File: config.mk
export PLATFORM = sky130hd
export DESIGN_NAME = exp_golomb_bitstream_writer_top
export DESIGN_NICKNAME = d
export VERILOG_FILES = /design/src/rtl/egbw_pkg.sv /design/src/rtl/egbw_front.sv /design/src/rtl/egbw_queue.sv /design/src/rtl/egbw_back.sv /design/src/rtl/exp_golomb_bitstream_writer_top.sv
export SDC_FILE = /design/constraint.sdc
export NUM_CORES = 1
export LEC_CHECK = 0
export BUFFER_PORTS_ARGS = -buffer_cell sky130_fd_sc_hd__buf_2
export CAP_MARGIN = 30
export CORE_ASPECT_RATIO = 1.75
export CORE_MARGIN = 3
export CORE_UTILIZATION = 62
export CTS_CLUSTER_SIZE = 12
export DETAILED_ROUTE_END_ITERATION = 10
export GPL_ROUTABILITY_DRIVEN = 0
export PLACE_DENSITY = 0.81
export SLEW_MARGIN = 20
export SYNTH_ARGS = -nofsm -noshare
export SYNTH_HDL_FRONTEND = slang
export SYNTH_SLANG_ARGS = --single-unit
File: constraint.sdc
create_clock -name aclk -period 7.65 [get_ports aclk]
set_clock_uncertainty 0.1 [all_clocks]
set_input_delay 0.3825 -clock aclk [delete_from_list [all_inputs] [get_ports aclk]]
set_output_delay 0.3825 -clock aclk [all_outputs]
set_load 0.05 [all_outputs]
File: src/rtl/egbw_pkg.sv
// Package for the Exp-Golomb bit stream writer.
// Holds operation codes, the command format between front and back, and sizes.
// No dependencies.
`default_nettype none

package egbw_pkg;

    localparam int ACC_W   = 32;
    localparam int CAP_W   = 25;
    localparam int QUEUE_DEPTH = 2;

    localparam logic [CAP_W-1:0] CAP_RESET = 25'h100_0000;

    localparam logic [2:0] OP_WRITE_BITS = 3'd0;
    localparam logic [2:0] OP_WRITE_BIT  = 3'd1;
    localparam logic [2:0] OP_UE         = 3'd2;
    localparam logic [2:0] OP_SE         = 3'd3;
    localparam logic [2:0] OP_FLUSH      = 3'd4;
    localparam logic [2:0] OP_RESTART    = 3'd5;

    typedef enum logic [1:0] {
        CMD_WRITE,
        CMD_FLUSH,
        CMD_RESTART,
        CMD_ERROR
    } cmd_kind_t;

    // A classified item: the bits to append (right-aligned) and their count.
    typedef struct packed {
        cmd_kind_t         kind;
        logic [ACC_W-1:0]  bits;
        logic [5:0]        len;
    } cmd_t;

endpackage

`default_nettype wire

File: src/rtl/egbw_front.sv
// Front end of the bit stream writer: takes input items and turns them into
// commands with right-aligned code bits and a length. Depends on egbw_pkg.
`default_nettype none

module egbw_front
    import egbw_pkg::*;
(
    input  wire logic        s_valid,
    output logic             s_ready,
    input  wire logic [2:0]  s_operation,
    input  wire logic [31:0] s_value,
    input  wire logic [5:0]  s_bit_length,
    output logic             cmd_valid,
    input  wire logic        cmd_ready,
    output cmd_t             cmd
);

    logic [15:0] se_half;
    logic [15:0] se_mapped;
    logic [16:0] se_neg;
    logic [15:0] ue_src;
    logic [15:0] ue_code;
    logic [3:0]  ue_msb;
    logic [31:0] raw_mask;

    assign s_ready   = cmd_ready;
    assign cmd_valid = s_valid;

    // Signed values map to 2h-1 for positive h and to -2h for negative h.
    assign se_half = s_value[15:0];
    assign se_neg  = 17'h1_0000 - {1'b0, se_half};
    always_comb begin
        if (se_half == 16'h0000) begin
            se_mapped = 16'h0000;
        end else if (!se_half[15]) begin
            se_mapped = 16'({se_half, 1'b0} - 17'd1);
        end else begin
            se_mapped = {se_neg[14:0], 1'b0};
        end
    end

    assign ue_src  = (s_operation == OP_SE) ? se_mapped : s_value[15:0];
    assign ue_code = ue_src + 16'd1;

    always_comb begin
        ue_msb = 4'd0;
        for (int i = 1; i < 16; i++) begin
            if (ue_code[i]) begin
                ue_msb = 4'(i);
            end
        end
    end

    assign raw_mask = 32'hFFFF_FFFF >> (6'd32 - s_bit_length);

    always_comb begin
        cmd.kind = CMD_ERROR;
        cmd.bits = '0;
        cmd.len  = 6'd1;
        case (s_operation)
            OP_WRITE_BITS: begin
                if (s_bit_length != 6'd0 && s_bit_length <= 6'd32) begin
                    cmd.kind = CMD_WRITE;
                    cmd.bits = s_value & raw_mask;
                    cmd.len  = s_bit_length;
                end
            end
            OP_WRITE_BIT: begin
                cmd.kind = CMD_WRITE;
                cmd.bits = {31'd0, s_value[0]};
            end
            OP_UE: begin
                if (s_value <= 32'd65534) begin
                    cmd.kind = CMD_WRITE;
                    cmd.bits = {16'd0, ue_code};
                    cmd.len  = {1'b0, ue_msb, 1'b1};
                end
            end
            OP_SE: begin
                if (se_half != 16'h8000) begin
                    cmd.kind = CMD_WRITE;
                    cmd.bits = {16'd0, ue_code};
                    cmd.len  = {1'b0, ue_msb, 1'b1};
                end
            end
            OP_FLUSH: begin
                cmd.kind = CMD_FLUSH;
            end
            OP_RESTART: begin
                cmd.kind = CMD_RESTART;
            end
            default: begin
                cmd.kind = CMD_ERROR;
            end
        endcase
    end

endmodule

`default_nettype wire

File: src/rtl/egbw_queue.sv
// Two-entry command queue between the front end and the back end.
// Depends on egbw_pkg for the command type.
`default_nettype none

module egbw_queue
    import egbw_pkg::*;
(
    input  wire logic aclk,
    input  wire logic aresetn,
    input  wire logic in_valid,
    output logic      in_ready,
    input  wire cmd_t in_cmd,
    output logic      out_valid,
    input  wire logic out_ready,
    output cmd_t      out_cmd
);

    cmd_t       entry_reg [QUEUE_DEPTH];
    logic       wr_ptr_reg, wr_ptr_next;
    logic       rd_ptr_reg, rd_ptr_next;
    logic [1:0] count_reg, count_next;
    logic       push, pop;

    assign in_ready  = (count_reg != 2'(QUEUE_DEPTH));
    assign out_valid = (count_reg != 2'd0);
    assign out_cmd   = entry_reg[rd_ptr_reg];
    assign push      = in_valid & in_ready;
    assign pop       = out_valid & out_ready;

    always_comb begin
        wr_ptr_next = push ? ~wr_ptr_reg : wr_ptr_reg;
        rd_ptr_next = pop ? ~rd_ptr_reg : rd_ptr_reg;
        count_next  = count_reg + 2'(push) - 2'(pop);
    end

    always_ff @(posedge aclk) begin
        if (!aresetn) begin
            wr_ptr_reg <= 1'b0;
            rd_ptr_reg <= 1'b0;
            count_reg  <= 2'd0;
        end else begin
            wr_ptr_reg <= wr_ptr_next;
            rd_ptr_reg <= rd_ptr_next;
            count_reg  <= count_next;
        end
    end

    always_ff @(posedge aclk) begin
        if (push) begin
            entry_reg[wr_ptr_reg] <= in_cmd;
        end
    end

endmodule

`default_nettype wire

File: src/rtl/egbw_back.sv
// Back end of the bit stream writer: holds the accumulator and byte count,
// carries out commands, streams one result per cycle unless m_ready stalls; uses egbw_pkg.
`default_nettype none

module egbw_back
    import egbw_pkg::*;
(
    input  wire logic             aclk,
    input  wire logic             aresetn,
    input  wire logic             cfg_valid,
    output logic                  cfg_ready,
    input  wire logic [CAP_W-1:0] cfg_data,
    input  wire logic             cmd_valid,
    output logic                  cmd_ready,
    input  wire cmd_t             cmd,
    output logic                  m_valid,
    input  wire logic             m_ready,
    output logic [7:0]            m_out_byte,
    output logic                  m_byte_valid,
    output logic                  m_last,
    output logic                  m_error
);

    logic [ACC_W-1:0] acc_reg, acc_next;
    logic [5:0]       free_reg, free_next;
    logic [CAP_W-1:0] written_reg, written_next;
    logic [CAP_W-1:0] cap_reg;

    // Results still to be sent for the command taken last.
    logic [2:0]       pend_n_reg, pend_n_next;
    logic             pend_bytes_reg, pend_bytes_next;
    logic             pend_err_reg, pend_err_next;
    logic [ACC_W-1:0] pend_word_reg, pend_word_next;

    logic             m_valid_reg;
    logic [7:0]       out_byte_reg;
    logic             byte_valid_reg, last_reg, error_reg;

    logic             slot_free, load, take;
    logic [5:0]       used;
    logic [6:0]       total;
    logic [6:0]       flush_sum;
    logic [2:0]       flush_n;
    logic [63:0]      window;
    logic             room4, room_flush;

    logic [2:0]       ex_n;
    logic             ex_bytes, ex_err;
    logic [ACC_W-1:0] ex_word;

    assign cfg_ready = 1'b1;

    assign slot_free = ~m_valid_reg | m_ready;
    assign load      = (pend_n_reg != 3'd0) & slot_free;
    assign cmd_ready = (pend_n_reg == 3'd0) | ((pend_n_reg == 3'd1) & load);
    assign take      = cmd_valid & cmd_ready;

    assign used      = 6'(ACC_W) - free_reg;
    assign total     = {1'b0, used} + {1'b0, cmd.len};
    assign window    = {acc_reg, 32'd0} | ({32'd0, cmd.bits} << 6'(7'd64 - total));
    assign flush_sum = {1'b0, used} + 7'd7;
    assign flush_n   = flush_sum[5:3];
    assign room4     = ({1'b0, written_reg} + 26'd4) <= {1'b0, cap_reg};
    assign room_flush = ({1'b0, written_reg} + 26'(flush_n)) <= {1'b0, cap_reg};

    always_comb begin
        acc_next     = acc_reg;
        free_next    = free_reg;
        written_next = written_reg;
        ex_n         = 3'd1;
        ex_bytes     = 1'b0;
        ex_err       = 1'b0;
        ex_word      = '0;
        case (cmd.kind)
            CMD_WRITE: begin
                if (total < 7'(ACC_W)) begin
                    acc_next  = window[63:32];
                    free_next = 6'(7'(ACC_W) - total);
                end else if (!room4) begin
                    ex_err = 1'b1;
                end else begin
                    ex_n         = 3'd4;
                    ex_bytes     = 1'b1;
                    ex_word      = window[63:32];
                    acc_next     = window[31:0];
                    free_next    = 6'(7'd64 - total);
                    written_next = written_reg + CAP_W'(4);
                end
            end
            CMD_FLUSH: begin
                if (flush_n == 3'd0) begin
                    ex_err = 1'b0;
                end else if (!room_flush) begin
                    ex_err = 1'b1;
                end else begin
                    ex_n         = flush_n;
                    ex_bytes     = 1'b1;
                    ex_word      = acc_reg;
                    acc_next     = '0;
                    free_next    = 6'(ACC_W);
                    written_next = written_reg + CAP_W'(flush_n);
                end
            end
            CMD_RESTART: begin
                acc_next     = '0;
                free_next    = 6'(ACC_W);
                written_next = '0;
            end
            default: begin
                ex_err = 1'b1;
            end
        endcase
    end

    always_comb begin
        pend_n_next     = pend_n_reg;
        pend_bytes_next = pend_bytes_reg;
        pend_err_next   = pend_err_reg;
        pend_word_next  = pend_word_reg;
        if (take) begin
            pend_n_next     = ex_n;
            pend_bytes_next = ex_bytes;
            pend_err_next   = ex_err;
            pend_word_next  = ex_word;
        end else if (load) begin
            pend_n_next    = pend_n_reg - 3'd1;
            pend_word_next = {pend_word_reg[ACC_W-9:0], 8'd0};
        end
    end

    always_ff @(posedge aclk) begin
        if (!aresetn) begin
            acc_reg     <= '0;
            free_reg    <= 6'(ACC_W);
            written_reg <= '0;
            cap_reg     <= CAP_RESET;
            pend_n_reg  <= 3'd0;
            m_valid_reg <= 1'b0;
        end else begin
            if (take) begin
                acc_reg     <= acc_next;
                free_reg    <= free_next;
                written_reg <= written_next;
            end
            if (cfg_valid) begin
                cap_reg <= cfg_data;
            end
            pend_n_reg <= pend_n_next;
            if (load) begin
                m_valid_reg <= 1'b1;
            end else if (m_ready) begin
                m_valid_reg <= 1'b0;
            end
        end
    end

    always_ff @(posedge aclk) begin
        pend_bytes_reg <= pend_bytes_next;
        pend_err_reg   <= pend_err_next;
        pend_word_reg  <= pend_word_next;
        if (load) begin
            out_byte_reg   <= pend_bytes_reg ? pend_word_reg[ACC_W-1:ACC_W-8] : 8'd0;
            byte_valid_reg <= pend_bytes_reg;
            last_reg       <= (pend_n_reg == 3'd1);
            error_reg      <= ~pend_bytes_reg & pend_err_reg;
        end
    end

    assign m_valid      = m_valid_reg;
    assign m_out_byte   = out_byte_reg;
    assign m_byte_valid = byte_valid_reg;
    assign m_last       = last_reg;
    assign m_error      = error_reg;

endmodule

`default_nettype wire

File: src/rtl/exp_golomb_bitstream_writer_top.sv
// Top level of the Exp-Golomb bit stream writer.
// Instantiates egbw_front, egbw_queue and egbw_back; depends on egbw_pkg.
//
// Packs raw bits, single bits and unsigned or signed Exp-Golomb codes MSB
// first into a 32-bit accumulator and sends out one result per cycle on the
// m_ channel unless m_ready stalls it: a stream byte, or one status result
// (with the error flag) for an item that emits no byte. An item has one to
// four results: one for a status-only item and four for an item that fills
// the accumulator or flushes four bytes. Items are written into a two-entry
// command queue at the edge that accepts them, the back end takes a command
// at the next edge at the earliest, and each result of a taken command is
// held in the pending registers and then registered into the output register.
// The user must write buffer_size on the cfg_ channel only while the block
// is idle; the block itself does not enforce this. It resets to 16777216.

`default_nettype none

module exp_golomb_bitstream_writer_top
    import egbw_pkg::*;
(
    input  wire logic             aclk,
    input  wire logic             aresetn,
    input  wire logic             cfg_valid,
    output logic                  cfg_ready,
    input  wire logic [CAP_W-1:0] cfg_data,
    input  wire logic             s_valid,
    output logic                  s_ready,
    input  wire logic [2:0]       s_operation,
    input  wire logic [31:0]      s_value,
    input  wire logic [5:0]       s_bit_length,
    output logic                  m_valid,
    input  wire logic             m_ready,
    output logic [7:0]            m_out_byte,
    output logic                  m_byte_valid,
    output logic                  m_last,
    output logic                  m_error
);

    logic front_valid, front_ready;
    cmd_t front_cmd;
    logic back_valid, back_ready;
    cmd_t back_cmd;

    egbw_front u_front (
        .s_valid      (s_valid),
        .s_ready      (s_ready),
        .s_operation  (s_operation),
        .s_value      (s_value),
        .s_bit_length (s_bit_length),
        .cmd_valid    (front_valid),
        .cmd_ready    (front_ready),
        .cmd          (front_cmd)
    );

    egbw_queue u_queue (
        .aclk      (aclk),
        .aresetn   (aresetn),
        .in_valid  (front_valid),
        .in_ready  (front_ready),
        .in_cmd    (front_cmd),
        .out_valid (back_valid),
        .out_ready (back_ready),
        .out_cmd   (back_cmd)
    );

    egbw_back u_back (
        .aclk         (aclk),
        .aresetn      (aresetn),
        .cfg_valid    (cfg_valid),
        .cfg_ready    (cfg_ready),
        .cfg_data     (cfg_data),
        .cmd_valid    (back_valid),
        .cmd_ready    (back_ready),
        .cmd          (back_cmd),
        .m_valid      (m_valid),
        .m_ready      (m_ready),
        .m_out_byte   (m_out_byte),
        .m_byte_valid (m_byte_valid),
        .m_last       (m_last),
        .m_error      (m_error)
    );

endmodule

`default_nettype wire

---- Word level (Yosys, flattened, before mapping) ----
Memories as Yosys holds them, arrays and structs flattened. A register that Yosys moved wholly into a read port is not among the register bits.
Index checks and enable logic that the tools add are counted.
operators by class
  $add $sub $neg .......................... 16
  order comparisons ....................... 5
  equal/unequal tests ..................... 15
  shift-type cells ........................ 2
  muxes and demuxes ....................... 69
  bitwise gates (word level) .............. 13
  reductions and logical operators ........ 14
operators by type and width
  cell                   number
  $mux 32                10
  $pmux 32 s4            1
  $mux 40                3
  $mux 25                4
  $pmux 32 s3            1
  $pmux 25 s3            1
  $or 64x64->64          1
  $pmux 32 s2            1
  $shl 32x6->64          1
  $le 26x25->1           2
  $mux 16                3
  $pmux 6 s3             2
  $and 32x32->32         1
  $le 32x16->1 const B   1
  $mux 4                 8
  $shr 32x6->32 const A  1
  $mux 3                 10
  $add 25x3->26          1
  $add 25x3->26 const B  1
  $add 25x3->25          1
  $add 25x3->25 const B  1
  $mux 6                 4
  $sub 6x6->6 const A    3
  $add 16x1->16 const B  1
  other kinds (37)       71
word-level totals
  register bits after elaboration ......... 141
  memory bits (writable) .................. 80
  bits of input ports ..................... 71
  output and inout bits ................... 14
  word-level logic and storage cells ...... 151
  memories ................................ 1
memory list
  name               depth  bits a word  read ports  clocked after memory_dff  write ports  line              text
  u_queue.entry_reg  2      40           1           1                         1            egbw_queue.sv:18  cmd_t entry_reg [QUEUE_DEPTH];

---- Longest topological paths before layout ----
Gate-level depths: netlist of the first run.
  word-level depth ........................ 22
  depth in mapped cells ................... 29
  depth with buffers taken out ............ 26

---- Cells and area by module ----
A second synthesis of the first run with hierarchy kept.
second synthesis, totals
  cell total of the unflattened synthesis .. 1908
  area, all modules ....................... 17190.2 µm²
by module, submodules not included
  module      times used  cells each  area each (µm²)  sequential area each (µm²)
  egbw_back   1           1389        11705.0          3193.1
  egbw_queue  1           154         3136.8           2502.4
  egbw_front  1           365         2348.5           0.0

---- Worst setup path before layout of the first run ----
OpenSTA, ideal clock, no wires.
  path kind ............................... register to register
  start point ............................. register u_back.free_reg[0]
  end point ............................... register u_back.pend_word_reg[18] (data pin)
  library setup time ...................... 0.132 ns
  data arrival time ....................... 5.826 ns
  data required time ...................... 7.418 ns
  setup slack ............................. 1.592 ns
  cell stages (with the launch flop) ...... 27
  buffers on the path ..................... 2
  period minus slack after synthesis ...... 6.058 ns
  path through ............................ dfxtp_1 inv_1 ha_1 or3_1 and2_1 nor2_1 ha_1 inv_1 fa_1 nor2b_1 o2111ai_1 nor3_1 and3_1 clkbuf_1 nand3_1 xnor2_1 ha_1 a21o_1 a21oi_1 o21ai_0 a211o_1 o31ai_1 a21oi_1 nor4_2 nand2b_1 clkbuf_1 a221o_1
between the ends
  cells in the longest elaborated chain, start to end .. 9
  elaborated cells between the ends (all ways) .. 16
  classes of those cells .................. add/sub: 5; order compare: 2; shift: 1; mux: 6; bitwise: 1; reduce/logical: 1
RTL lines
  item                                                                   line              text
  start, declared                                                        egbw_back.sv:25   logic [5:0] free_reg, free_next;
  start signal, assigned                                                 egbw_back.sv:134  free_reg <= 6'(ACC_W);
  start signal, assigned                                                 egbw_back.sv:142  free_reg <= free_next;
  $sub 6x6->6 (*)                                                        egbw_back.sv:58   assign used = 6'(ACC_W) - free_reg;
  parallel branches: the longest is 6 deep, another holds $add 25x3->26  -
  $pmux 32 s2 (*)                                                        egbw_back.sv:74   case (cmd.kind)
  $mux 32 (*)                                                            egbw_back.sv:120  if (take) begin
  net u_back.pend_word_next[18]                                          egbw_back.sv:33   logic [ACC_W-1:0] pend_word_reg, pend_word_next;
  end signal, assigned                                                   egbw_back.sv:160  pend_word_reg <= pend_word_next;
  end, declared                                                          egbw_back.sv:33
Mark *: on every way through the listed nets, which the timed path passes.
A chain may end at the register's enable or synchronous reset.

---- Worst setup path after layout of the first run ----
  start point ............................. register u_back.free_reg[0]
  end point ............................... register u_back.written_reg[3]
between the ends
  cells in the longest elaborated chain, start to end .. 6
  elaborated cells between the ends (all ways) .. 15
  classes of those cells .................. add/sub: 5; order compare: 2; eq/ne: 3; mux: 3; reduce/logical: 2
RTL lines
  item                                                              line                               text
  $sub 6x6->6 (*)                                                   egbw_back.sv:58
  $add 6x3->6                                                       egbw_back.sv:61                    assign flush_sum = {1'b0, used} + 7'd7;
  $add 25x3->26 / $add 25x3->25 (equally long branches)             egbw_back.sv:64, egbw_back.sv:101
  $le 26x25->1 / $mux 25 (equally long branches)                    egbw_back.sv:64, egbw_back.sv:93
  $ne 2x1->1 (no line) / $mux 25 (equally long branches)            -
  $reduce_and 6->1 (no line) / $pmux 25 s3 (equally long branches)  -
  end signal, assigned                                              egbw_back.sv:143                   written_reg <= written_next;
  end, declared                                                     egbw_back.sv:26                    logic [CAP_W-1:0] written_reg, written_next;
Every way passes the cells marked *; elsewhere a longest branch is shown, timed or not. The select of a mux whose other input is x is not followed.

==> results of run 1 <==
[kinds of logic after synthesis]
group	Yosys count
and+or+nand+nor	599
AOI/OAI and AO/OA	462
DFF	222
buffers and inverters	213
muxes	142
xor gates and xnor gates	104
adders and majority gates	79
other	1
[layout make-up]
class | instances | area [um^2]
clock buffer | 39 | 676
multi-input combinational | 1387 | 9860
sequential | 222 | 5700
fill | 2095 | 8170
clock inverter | 3 | 43.8
inverter | 78 | 293
timing repair buffer | 127 | 813
tap | 320 | 400
[worst min-delay path: stages]
cell	delay [ns]
buf_2	0.08
mux2i_1	0.05
nor2_1	0.08
[final timing paths]
kind | end | startpoint | cells after the start | slack (ns)
max | u_back.written_reg[3] | u_back.free_reg[0] | 29 | 0.59
min | u_back.cap_reg[7] | cfg_data[7] | 3 | 0.009
max reg2reg | u_back.written_reg[3] | u_back.free_reg[0] | 29 | 0.59
min reg2reg | u_back.free_reg[1] | u_back.free_reg[1] | 2 | 0.37
[cells in the mapped netlist (9+ instances only)]
library cell / instances
o22ai_1: 17
nand2b_1: 13
a22o_1: 13
mux2i_1: 84
inv_1: 74
nor3_1: 35
nor2b_1: 15
nand4_1: 22
or3_1: 15
a21oi_1: 99
a221oi_1: 13
dfxtp_1: 97
nor2_1: 178
a32o_1: 21
buf_1: 14
nand2_1: 164
and2_1: 20
ha_1: 77
nor4_1: 17
o21ai_0: 112
buf_2: 10
mux4_2: 30
clkbuf_1: 105
a21o_1: 17
and3_1: 31
mux2_2: 28
xor2_1: 39
nand3_1: 39
o31ai_1: 9
a31oi_1: 24
a221o_1: 14
o21a_1: 12
xnor2_1: 62
edfxtp_1: 125
a211oi_1: 15
a22oi_1: 20
[stage by stage]
step                hold WS (ns)  setup WS (ns)  area, um^2
finish                   0.00900          0.595       17800
global route              0.0239          0.127       17800
CTS                     0.000131          0.741       17800
detailed placement         0.367          0.803       16900
global placement           0.353           1.08       16900
floorplan                  0.340           1.59       16400
[layer usage]
metal  vias to the layer above  global-route usage, %
met5                         -                      0
met1                      6973                   33.9
met4                         0                   23.4
li1                       6808                      -
met3                       279                   4.08
met2                       876                   56.1
==> results by group, run 1 <==
Floorplan
  • DIE AREA: 28500 um^2
  • IO Count: 85
  • # rows: 78
  • Initial Util: 63.1%
  • Die height: 221 um
  • Core region area: 26000 um^2
  • Die width: 129 um

Placement
  • DP Cell Count: 2118
  • IO Port Bufs: 83
  • DP HPWL: 34300 um

Run status
  • Outcome: finished clean

Routing
  • Routed WL: 46500 um
  • WL/cell: 21.4 um
  • Vias per cell: 6.86
  • Wl on met1: 15400 um
  • Pre-Repair DR Iteration Count: 6
  • Remaining antenna violation count: 0
  • DR WL met3: 3290 um
  • Number of remaining DRC errors: 0
  • Top sig layer: met4
  • Met2 Routed Length: 23800 um
  • Via count: 14900
  • DR iter-0 viols: 1410

GRT
  • Overall routing resource usage: 31.8%
  • GR Overflow Total: 0
  • Largest net degree at the start of global routing: 63
  • First-pass GRT wire length: 73900 um
  • Initial antenna violation count: 0
  • Number of global-route vias before repair: 14700

Synth
  • Syn Area/Cell: 8.99 um^2
  • EDFF count, synth: 125
  • Warnings from Yosys: 0
  • Synth Register Bits: 222
  • Post-Synth XOR/XNOR Area: 5.82%
  • Mapped Area: 16400 um^2
  • Mux cell area share after synthesis: 11.2%
  • Mapped Cells: 1822
  • Syn Nets: 1972
  • Simple-gate share of the synthesized area: 18.0%
  • Synth cell types: 89
  • Combinational family with the most area after synthesis: compound AO/OA/AOI/OAI gates
  • Synth Area in Compound Gates: 19.0%
  • Area fraction of the dominant cell type after synthesis: 22.9%
  • Sequential area share after synthesis: 34.8%
  • Adder-Cell Fraction of Synth Area: 6.13%
  • Most common flop cell mapped by yosys: edfxtp_1
  • Cell taking the most area after synthesis: edfxtp_1
  • Ranking of synthesized cells by area: edfxtp_1 (23%), dfxtp_1 (12%), ha_1 (5.9%)
  • Synth async-reset ratio: 0%

Clocking
  • CTS clk-pin slew, worst paths: 0.06 ns
  • Deepest clock path buffer count: 3
  • Clock tree sinks: 222
  • CTS root buf: clkbuf_16
  • Post CTS Setup Buffer Count: 0
  • CTS buffer count: 23
  • Worst skew pair latency: 0.54 ns
  • Post-CTS Hold Fix Bufs: 14
  • H-tree Lvls: 1
  • Post-CTS Resized: 0
  • CTS tree: done

Timing
  • Tmin final: 7.06 ns
  • Final setup fails: 0
  • RSZ-0062 raised after global routing: false
  • Period Utilization, post-route: 92.2%
  • Final hold vios: 0
  • Fmax: 0.142 GHz
  • Relative slew slack: 31.7%
  • Worst Max-Slew Pin Slew: 1.01 ns
  • Slew Limit Fails: 0
  • Final TNS setup: 0 ns

Setup path
  • Family with the most delay on the worst path: simple AND/OR/NAND/NOR gates
  • CP max-delay cell: nand3_1
  • Worst Path Max Fanout: 19
  • CP endpoint kind: register
  • Slowest stage delay, CP: 0.49 ns
  • Crit path buf inv count: 5
  • CP Class: reg -> reg
  • CP Launch Type: register
  • Worst endpoint required time: 7.96 ns
  • Crit path DAT: 7.37 ns

Worst hold path
  • Hold Crit Class: in -> reg

Layout
  • Most frequent cells in the layout: nor2_1 (176), nand2_1 (164), edfxtp_1 (125), o21ai_0 (112), a21oi_1 (99)
  • Fin util: 68.5%
  • Max FFs per register: 80
  • Post-Layout Cell Count: 2176
  • Share of cells above drive strength 1: 13.1%
  • NumNets Final: 1989
  • Syn-to-layout area delta: 8.64%
  • N_diodes: 0
  • Commonest non-fill, non-tap cell in the layout: nor2_1

Run
  • Max-cap violations: 0
Power of run 1 is left out: the tool's default activity adds up to more than one toggle a clock period on the data nets, which glitch-free logic cannot reach.
==> inputs of run 2 (changes only) <==
--- a/config.mk
+++ b/config.mk
@@ -5,6 +5,7 @@
 export SDC_FILE = /design/constraint.sdc
 export NUM_CORES = 1
 export LEC_CHECK = 0
+export ABC_AREA = 1
 export BUFFER_PORTS_ARGS = -buffer_cell sky130_fd_sc_hd__buf_2
 export CAP_MARGIN = 30
 export CORE_ASPECT_RATIO = 1.75
==> results by group, run 2 <==
Setup path
  • CP Class: reg -> reg
  • Reg-to-Reg Start: u_back.free_reg[0]
  • Reg2reg end: u_back.acc_reg[18]
  • Worst endpoint required time: 7.97 ns
  • Worst Path Max Fanout: 39
  • CP endpoint kind: register
  • Worst r2r path cells: 33
  • CP max-delay cell: inv_2
  • R2R Setup Slk: 1.37 ns
  • Slowest stage delay, CP: 0.59 ns
  • CP Launch Type: register
  • Crit path DAT: 6.60 ns

Routing
  • WL/cell: 16.5 um
  • Via count: 16700
  • Pre-Repair DR Iteration Count: 5
  • Remaining antenna violation count: 0
  • Vias per cell: 5.90
  • DR iter-0 viols: 1265
  • Routed WL: 46600 um
  • Number of remaining DRC errors: 0

Timing
  • RSZ-0062 raised after global routing: false
  • Final setup fails: 0
  • Fmax: 0.159 GHz
  • Worst Max-Slew Pin Slew: 0.935 ns
  • Relative slew slack: 37.5%
  • Period Utilization, post-route: 82.0%
  • Final TNS setup: 0 ns
  • Final Worst Setup Slack: 1.37 ns
  • Slew Limit Fails: 0
  • Final hold vios: 0
  • Tmin final: 6.28 ns

Clocking
  • Worst skew pair latency: 0.56 ns
  • CTS root buf: clkbuf_16
  • H-tree Lvls: 1
  • Post-CTS Resized: 0
  • Clock tree sinks: 222
  • Deepest clock path buffer count: 3
  • Post CTS Setup Buffer Count: 0
  • CTS buffer count: 23
  • CTS tree: done
  • CTS clk-pin slew, worst paths: 0.06 ns

Floorplan
  • Initial Util: 63.0%
  • IO Count: 85
  • Die height: 224 um
  • DIE AREA: 29200 um^2
  • Core region area: 26700 um^2
  • # rows: 79
  • Die width: 130 um

Synth
  • Warnings from Yosys: 0
  • Most common flop cell mapped by yosys: edfxtp_1
  • EDFF count, synth: 125
  • Area fraction of the dominant cell type after synthesis: 22.3%
  • Synth cell types: 66
  • Commonest cells post-synth: nand2_1 (776), inv_1 (244), nand3_1 (186), o21ai_0 (165), nor2_1 (156)
  • Most numerous cell in the Yosys netlist: nand2_1
  • Mapped Cells: 2464
  • Syn Nets: 2614
  • Sequential area share after synthesis: 33.9%
  • Cell taking the most area after synthesis: edfxtp_1
  • Synth async-reset ratio: 0%
  • Syn Area/Cell: 6.82 um^2
  • Mapped Area: 16800 um^2
  • Ranking of synthesized cells by area: edfxtp_1 (22%), nand2_1 (17%), dfxtp_1 (12%)
  • Synth Register Bits: 222

GRT
  • GR Overflow Total: 0
  • Overall routing resource usage: 31.6%
  • Number of global-route vias before repair: 16000
  • Initial antenna violation count: 0
  • Largest net degree at the start of global routing: 57
  • First-pass GRT wire length: 75200 um

Layout
  • N_diodes: 0
  • Commonest non-fill, non-tap cell in the layout: nand2_1
  • Most frequent cells in the layout: nand2_1 (776), inv_1 (244), nand3_1 (186), o21ai_0 (165), nor2_1 (154)
  • # fillers: 2376
  • NumNets Final: 2632
  • Syn-to-layout area delta: 7.45%
  • Max FFs per register: 80
  • Share of cells above drive strength 1: 9.40%

Run
  • Max-cap violations: 0

Run status
  • Outcome: finished clean

Worst hold path
  • WHS Path Cells: 3
  • Hold Path End: u_back.cap_reg[9]
  • Hold Crit Class: in -> reg
  • Hold_sp: cfg_data[9]

Placement
  • Setup WS pre-CTS: 1.46 ns
  • DP HPWL: 34300 um
  • IO Port Bufs: 83
run 2: how the worst max path moves through the flow:
stage | from | end | slack [ns] | cells after the start
CTS | u_back.free_reg[0] | u_back.acc_reg[18] | 1.46 | 33
global route | u_back.free_reg[0] | u_back.acc_reg[6] | 0.81 | 32
finish | u_back.free_reg[0] | u_back.acc_reg[18] | 1.37 | 33
detailed placement | u_back.free_reg[0] | u_back.acc_reg[18] | 1.46 | 33
floorplan | u_back.free_reg[0] | u_back.free_reg[0] | 2.74 | 33
global placement | u_back.free_reg[0] | u_back.written_reg[22] | 1.70 | 31
run 2: critical path, delay by kind of cell, from the launching register on:
kind	cells	cell delay, ns
AND/OR/NAND/NOR	16	2.09
buffers and inverters	8	1.41
adder cells (fa/ha/maj)	4	1.09
flip-flops	1	0.39
AO/OA/AOI/OAI	3	0.63
XOR/XNOR	2	0.42
run 2: layer usage:
layer	GRT usage [%]	vias up	routed length, um
met5	0	-	0
met1	34.0	7528	16600
met4	20.0	0	3090
met2	56.2	749	23800
li1	-	8152	-
met3	4.82	226	3150
run 2: metrics by stage:
step           utilization (%)  instance area, um^2  hold WS (ns)  instances
2_1_floorplan                -                16800         0.324       2464
3_3_place_gp              64.5                17200         0.336       2770
3_5_place_dp              64.8                17300         0.356       2776
4_1_cts                   67.6                18100        0.0138       2822
5_1_grt                   67.7                18100        0.0274       2823
6_report                  67.7                18100        0.0234       2823
run 2: what timing repair did:
action | CTS | global route
hold buffers | 4 | 0
setup endpoints to repair | 0 | 0
hold endpoints to repair | 2 | 0
run 2: logic make-up after synthesis:
logic type	share of synthesized area (%)
adders and majority gates	5.97
and+or+nand+nor	32.5
xor gates and xnor gates	3.79
other	0.0223
AOI/OAI and AO/OA	14.1
DFF	33.9
muxes	0.536
buffers and inverters	9.30
run 2: layout make-up:
type | instances | area (um^2) | share of cell area [%]
multi-input cells | 1864 | 9590 | 53.1
repair buffers | 108 | 668 | 3.70
flip-flops and latches | 222 | 5700 | 31.5
inverters | 263 | 990 | 5.48
clock inverters | 5 | 63.8 | 0.353
well taps | 324 | 405 | 2.24
clock buffers | 37 | 652 | 3.61
Power of run 2 is left out for the same reason.
